[config.mk]
export PLATFORM = sky130hd
export DESIGN_NAME = pip_datapath
export DESIGN_NICKNAME = d
export VERILOG_FILES = /design/src/hw/rtl/pip_pkg.sv /design/src/hw/rtl/pip_datapath.sv
export SDC_FILE = /design/constraint.sdc
export NUM_CORES = 2
export LEC_CHECK = 0
export BUFFER_PORTS_ARGS = -buffer_cell sky130_fd_sc_hd__buf_2
export CAP_MARGIN = 5
export CORE_UTILIZATION = 30
export CTS_CLUSTER_DIAMETER = 100
export DETAILED_ROUTE_END_ITERATION = 12
export HOLD_SLACK_MARGIN = 0.02
export SLEW_MARGIN = 20
export SYNTH_ARGS = -nofsm -noshare
export SYNTH_HDL_FRONTEND = slang
export SYNTH_SLANG_ARGS = --single-unit
[constraint.sdc]
create_clock -name clk -period 8 [get_ports clk]
set_clock_uncertainty 0.1 [all_clocks]
set_input_delay 1.6 -clock clk [delete_from_list [all_inputs] [get_ports clk]]
set_output_delay 1.6 -clock clk [all_outputs]
set_load 0.02 [all_outputs]
[src/hw/rtl/pip_pkg.sv]
// Package for the point-in-polygon crossing-number block.
// Holds the transaction structs, the command struct between controller and
// datapath, and the shared size constants. Depends on nothing.
package pip_pkg;

  localparam int COORD_W      = 16;
  localparam int MAX_VERTICES = 64;
  localparam int IDX_W        = $clog2(MAX_VERTICES);
  localparam int CNT_W        = $clog2(MAX_VERTICES + 1);
  localparam int DIFF_W       = COORD_W + 1;
  localparam int PROD_W       = 2 * DIFF_W;

  localparam logic REQ_LOAD = 1'b0;
  localparam logic REQ_TEST = 1'b1;

  typedef struct packed {
    logic                      req_type;
    logic [IDX_W-1:0]          vertex_index;
    logic signed [COORD_W-1:0] coord_x;
    logic signed [COORD_W-1:0] coord_y;
  } req_t;

  typedef struct packed {
    logic             inside_res;
    logic [CNT_W-1:0] crossing_count;
  } rsp_t;

  typedef struct packed {
    logic             load_pt;
    logic             wr_en;
    logic             rd_en;
    logic             edge_en;
    logic [IDX_W-1:0] rd_addr;
    logic             take_result;
  } pip_cmd_t;

endpackage

[src/hw/rtl/pip_datapath.sv]
// Datapath of the point-in-polygon block: vertex table, edge pipeline with
// exact cross-product compare, crossing counter and result register.
// Depends on pip_pkg for sizes, transaction structs and the command struct.
module pip_datapath
  import pip_pkg::*;
(
  input  logic     clk,
  input  logic     rst,
  input  req_t     in_data,
  input  pip_cmd_t cmd,
  output rsp_t     out_data
);

  logic [2*COORD_W-1:0] mem [MAX_VERTICES];
  logic [2*COORD_W-1:0] rd_q;
  logic                 q_edge;

  logic signed [COORD_W-1:0] px;
  logic signed [COORD_W-1:0] py;
  logic signed [COORD_W-1:0] prev_x;
  logic signed [COORD_W-1:0] prev_y;
  logic signed [COORD_W-1:0] x1;
  logic signed [COORD_W-1:0] y1;
  logic signed [COORD_W-1:0] x2;
  logic signed [COORD_W-1:0] y2;
  logic signed [COORD_W-1:0] ylo;
  logic signed [COORD_W-1:0] yhi;
  logic signed [COORD_W-1:0] xhi;
  logic signed [DIFF_W-1:0]  dpx;
  logic signed [DIFF_W-1:0]  dpy;
  logic signed [DIFF_W-1:0]  dx;
  logic signed [DIFF_W-1:0]  dy;
  logic signed [PROD_W-1:0]  p1;
  logic signed [PROD_W-1:0]  p2;
  logic                      base_ok;

  logic                      s1_valid;
  logic                      s1_base;
  logic                      s1_vert;
  logic                      s1_dypos;
  logic signed [PROD_W-1:0]  s1_p1;
  logic signed [PROD_W-1:0]  s1_p2;
  logic                      crossed;
  logic [CNT_W-1:0]          count;

  always_ff @(posedge clk) begin
    if (cmd.wr_en) begin
      mem[in_data.vertex_index] <= {in_data.coord_x, in_data.coord_y};
    end
    if (cmd.rd_en) begin
      rd_q <= mem[cmd.rd_addr];
    end
  end

  assign x1 = prev_x;
  assign y1 = prev_y;
  assign x2 = rd_q[2*COORD_W-1:COORD_W];
  assign y2 = rd_q[COORD_W-1:0];

  always_comb begin
    ylo     = (y1 < y2) ? y1 : y2;
    yhi     = (y1 < y2) ? y2 : y1;
    xhi     = (x1 < x2) ? x2 : x1;
    base_ok = (py > ylo) && (py <= yhi) && (px <= xhi) && (y1 != y2);
    dpx     = DIFF_W'(px) - DIFF_W'(x1);
    dpy     = DIFF_W'(py) - DIFF_W'(y1);
    dx      = DIFF_W'(x2) - DIFF_W'(x1);
    dy      = DIFF_W'(y2) - DIFF_W'(y1);
    p1      = dpx * dy;
    p2      = dpy * dx;
  end

  assign crossed = s1_base && (s1_vert || (s1_dypos ? (s1_p1 <= s1_p2) : (s1_p1 >= s1_p2)));

  always_ff @(posedge clk) begin
    if (rst) begin
      q_edge   <= 1'b0;
      s1_valid <= 1'b0;
      count    <= '0;
    end else begin
      q_edge   <= cmd.rd_en && cmd.edge_en;
      s1_valid <= q_edge;
      if (cmd.load_pt) begin
        count <= '0;
      end else if (s1_valid && crossed) begin
        count <= count + CNT_W'(1);
      end
    end
  end

  always_ff @(posedge clk) begin
    if (cmd.load_pt) begin
      px <= in_data.coord_x;
      py <= in_data.coord_y;
    end
    if (cmd.rd_en) begin
      prev_x <= x2;
      prev_y <= y2;
    end
    s1_base  <= base_ok;
    s1_vert  <= (x1 == x2);
    s1_dypos <= (y2 > y1);
    s1_p1    <= p1;
    s1_p2    <= p2;
    if (cmd.take_result) begin
      out_data.inside_res     <= count[0];
      out_data.crossing_count <= count;
    end
  end

endmodule

==> results.py <==
metrics = {
    "place": {
        "gp_congestion": 0.8589,
        "dpl.cell_count": 11510,
        "io_buffers": 58,
        "dp_hpwl_microns": 180300,
        "dpl_worst_slack_ns": -0.6377,
    },
    "timing": {
        "rsz0062_at_grt": "yes",
        "tightest_slew_ns": 1.107,
        "hold_viol": 0,
        "drv_slew": 0,
        "period_needed_ns": 7.951,
        "finalSetupTns_ns": 0,
        "worst_slack_ns": 0.04922,
        "post-route-period-util_pct": 99.38,
        "setup_violations": 0,
        "fmax_mhz": 125.8,
        "max-slew-margin-rel_pct": 26.21,
    },
    "drt": {
        "via_per_inst": 4.938,
        "drt-total-wl_microns": 288900,
        "wl_per_cell_microns": 24.09,
        "routed-via-count": 59210,
        "first_pass_iters": 5,
        "final_antenna_net_count": 0,
        "route.detailed.drc": 0,
        "drt_iter0_drc": 5837,
    },
    "yosys": {
        "synthXorXnorAreaFrac_pct": 1.164,
        "synth_fa_ha_area_share_pct": 14.47,
        "ys_ff_latch": 2231,
        "synth_mux_area_share_pct": 14.24,
        "ys.flop_type": "edfxtp_1",
        "syn_nets": 7346,
        "ys_async_sr_fraction_pct": 0,
        "synth_top_family_by_area": "adder cells",
        "ys_types": 84,
        "synth_compound_area_share_pct": 2.268,
        "syn_area_sq_um": 109900,
        "synth_warnings": 0,
        "synth_edf_count": 2151,
        "syn_avg_cell_area_sq_um": 17.22,
        "synth_top_area_share_pct": 58.78,
        "ys_seq_area_share_pct": 60.23,
        "synth_simple_gate_area_share_pct": 4.238,
        "ys_top_cells_by_area": "edfxtp_1 (59%), mux4_2 (14%), fa_1 (11%)",
        "synth.largest_area_cell": "edfxtp_1",
        "syn_inst": 6381,
    },
    "critical_path": {
        "max_stage_delay_ns": 0.56,
        "worst_path_max_delay_cell": "fa_1",
        "crit_required_ns": 8.61,
        "worst-path-max-fanout": 6,
        "crit_top_cell": "fa_1",
        "worstSetupEndpointType": "register",
        "ff2ff_setup_slack_ns": 0.05,
        "worstSetupPathType": "register to register",
        "critical_path.startpoint_type": "register",
        "cp.arrival_ns": 8.56,
        "reg2regPathDepth": 34,
    },
    "floorplan": {
        "die_h_microns": 607.2,
        "dieArea_sq_um": 368700,
        "rows": 221,
        "die_w_microns": 607.2,
        "coreArea_sq_um": 363300,
        "io_pins": 60,
        "initial_utilization_pct": 30.25,
    },
    "clocking": {
        "cts-root-buf": "clkbuf_16",
        "clock_latency_ns": 0.91,
        "cts_made_buffers": 224,
        "ctsHoldBuffers": 0,
        "clk_path_buf_depth": 4,
        "cts.reportedPaths.clkPinSlew_ns": 0.06,
        "tritoncts": "yes",
        "cts_sinks": 2231,
        "htree_levels": 4,
    },
    "run_status": {
        "status": "finished, final reports clean",
    },
    "global_routing": {
        "grt_pass1_wl_microns": 421000,
        "grtUsageTotal_pct": 15.35,
        "antenna_found_initial": 10,
        "grt_overflow": 0,
        "grt_pass1_vias": 62040,
        "grt_max_degree": 146,
    },
    "cells_and_area": {
        "areaGrowthSynthToFinish_pct": 17.47,
        "fin_cells": 11990,
        "drive_gt1_share_pct": 27.29,
        "fin_nets": 7984,
    },
    "flow_run": {
        "cap_violations": 0,
    },
    "min_path": {
        "hold_depth": 0,
        "min_path_type": "register to register",
    },
}
## layout make-up
cell class                      instances  area [sq um]
Sequential cell                      2231         66190
Multi-Input combinational cell       3196         41700
Inverter                              715          2685
Clock buffer                          263          5851
Tap cell                             4794          5998
Fill cell                           34030        234300
Clock inverter                        137          1318
Timing Repair Buffer                  651          5329
Antenna cell                            4         10.01
## synth_stat cells, types with 37 or more instances
cell	instances
mux4_2	665
nand2_1	354
nand2b_1	39
o21a_1	37
ha_1	317
a21o_1	44
nor3_1	55
a21oi_1	99
mux2i_1	56
o21ai_0	67
dfxtp_1	80
inv_1	714
clkbuf_1	147
xor2_1	47
nor2b_1	53
xnor2_1	99
buf_2	60
nor2_1	332
and2_1	39
edfxtp_1	2151
nand3_1	51
fa_1	596
## metrics by stage
stage | util (%) | area (sq um) | hold WS, ns
detailed placement | 32.99 | 119900 | 0.3457
CTS | 35.20 | 127900 | 0.3561
floorplan | - | 109900 | 0.3138
finish | 35.53 | 129100 | 0.3476
global placement | 32.99 | 119900 | 0.3253
global route | 35.53 | 129100 | 0.3699
## path summary, 6_finish.rpt
| kind | endpoint | from |
|---|---|---|
| setup / recovery | s1_p1[32] | prev_y[0] |
| hold / removal | out_data[6] | count[6] |
| hold reg to reg | out_data[6] | count[6] |
| setup reg to reg | s1_p1[32] | prev_y[0] |
## per-layer routing
layer | track usage (%) | part of all wire, %
met5 | 0 | 0.0080
met4 | 3.399 | 2.2
met3 | 2.559 | 6.8
met2 | 25.52 | 49
met1 | 21.06 | 42
## kinds of logic (layout without fill, tap and decap cells)
logic type	count (synthesis)	after routing
xor+xnor	146	146
other cells	0	4
flops	2231	2231
mux	731	731
compound gates	375	375
fa+ha+maj	913	913
buf+inv	954	1766
simple gates	1031	1031
## timing repair
item,CTS,global route
endpoints found under the setup margin,22,34
gates cloned,0,2
pin swaps,56,124
gates resized for setup,109,189
buffers inserted,43,35
## placed cells by master (no fill, tap or decap), types with 44 or more instances in the layout
master / instances
edfxtp_1: 2151
inv_1: 688
mux4_2: 665
fa_1: 570
buf_4: 560
nand2_1: 343
ha_1: 284
nor2_1: 254
clkbuf_16: 229
xnor2_1: 85
a21oi_1: 80
dfxtp_1: 80
nor2_4: 67
mux2i_1: 56
o21ai_0: 53
clkinv_2: 51
nor2b_1: 48
nand3_1: 46
a21o_1: 44
nor3_1: 44
xor2_1: 44
## flip-flops by register name, summed over array words and instances, names as in the netlist
name	count
out_data	7
s1_vert	1
prev_x	16
rd_q	32
px	16
s1_dypos	1
py	16
s1_p1	34
count	7
mem	2048
q_edge	1
s1_base	1
prev_y	16
s1_valid	1
s1_p2	34
## critical path: cells and delay by family, from the launching register on
kind	cells	cell delay, ns
fa+ha+maj	9	3.71
compound gates	12	2.48
buf+inv	9	0.82
flops	1	0.34
simple gates	3	0.18
xor+xnor	1	0.14
Power is not shown: default switching activity piles up to over one toggle a cycle in this logic, so the estimate is an artifact.
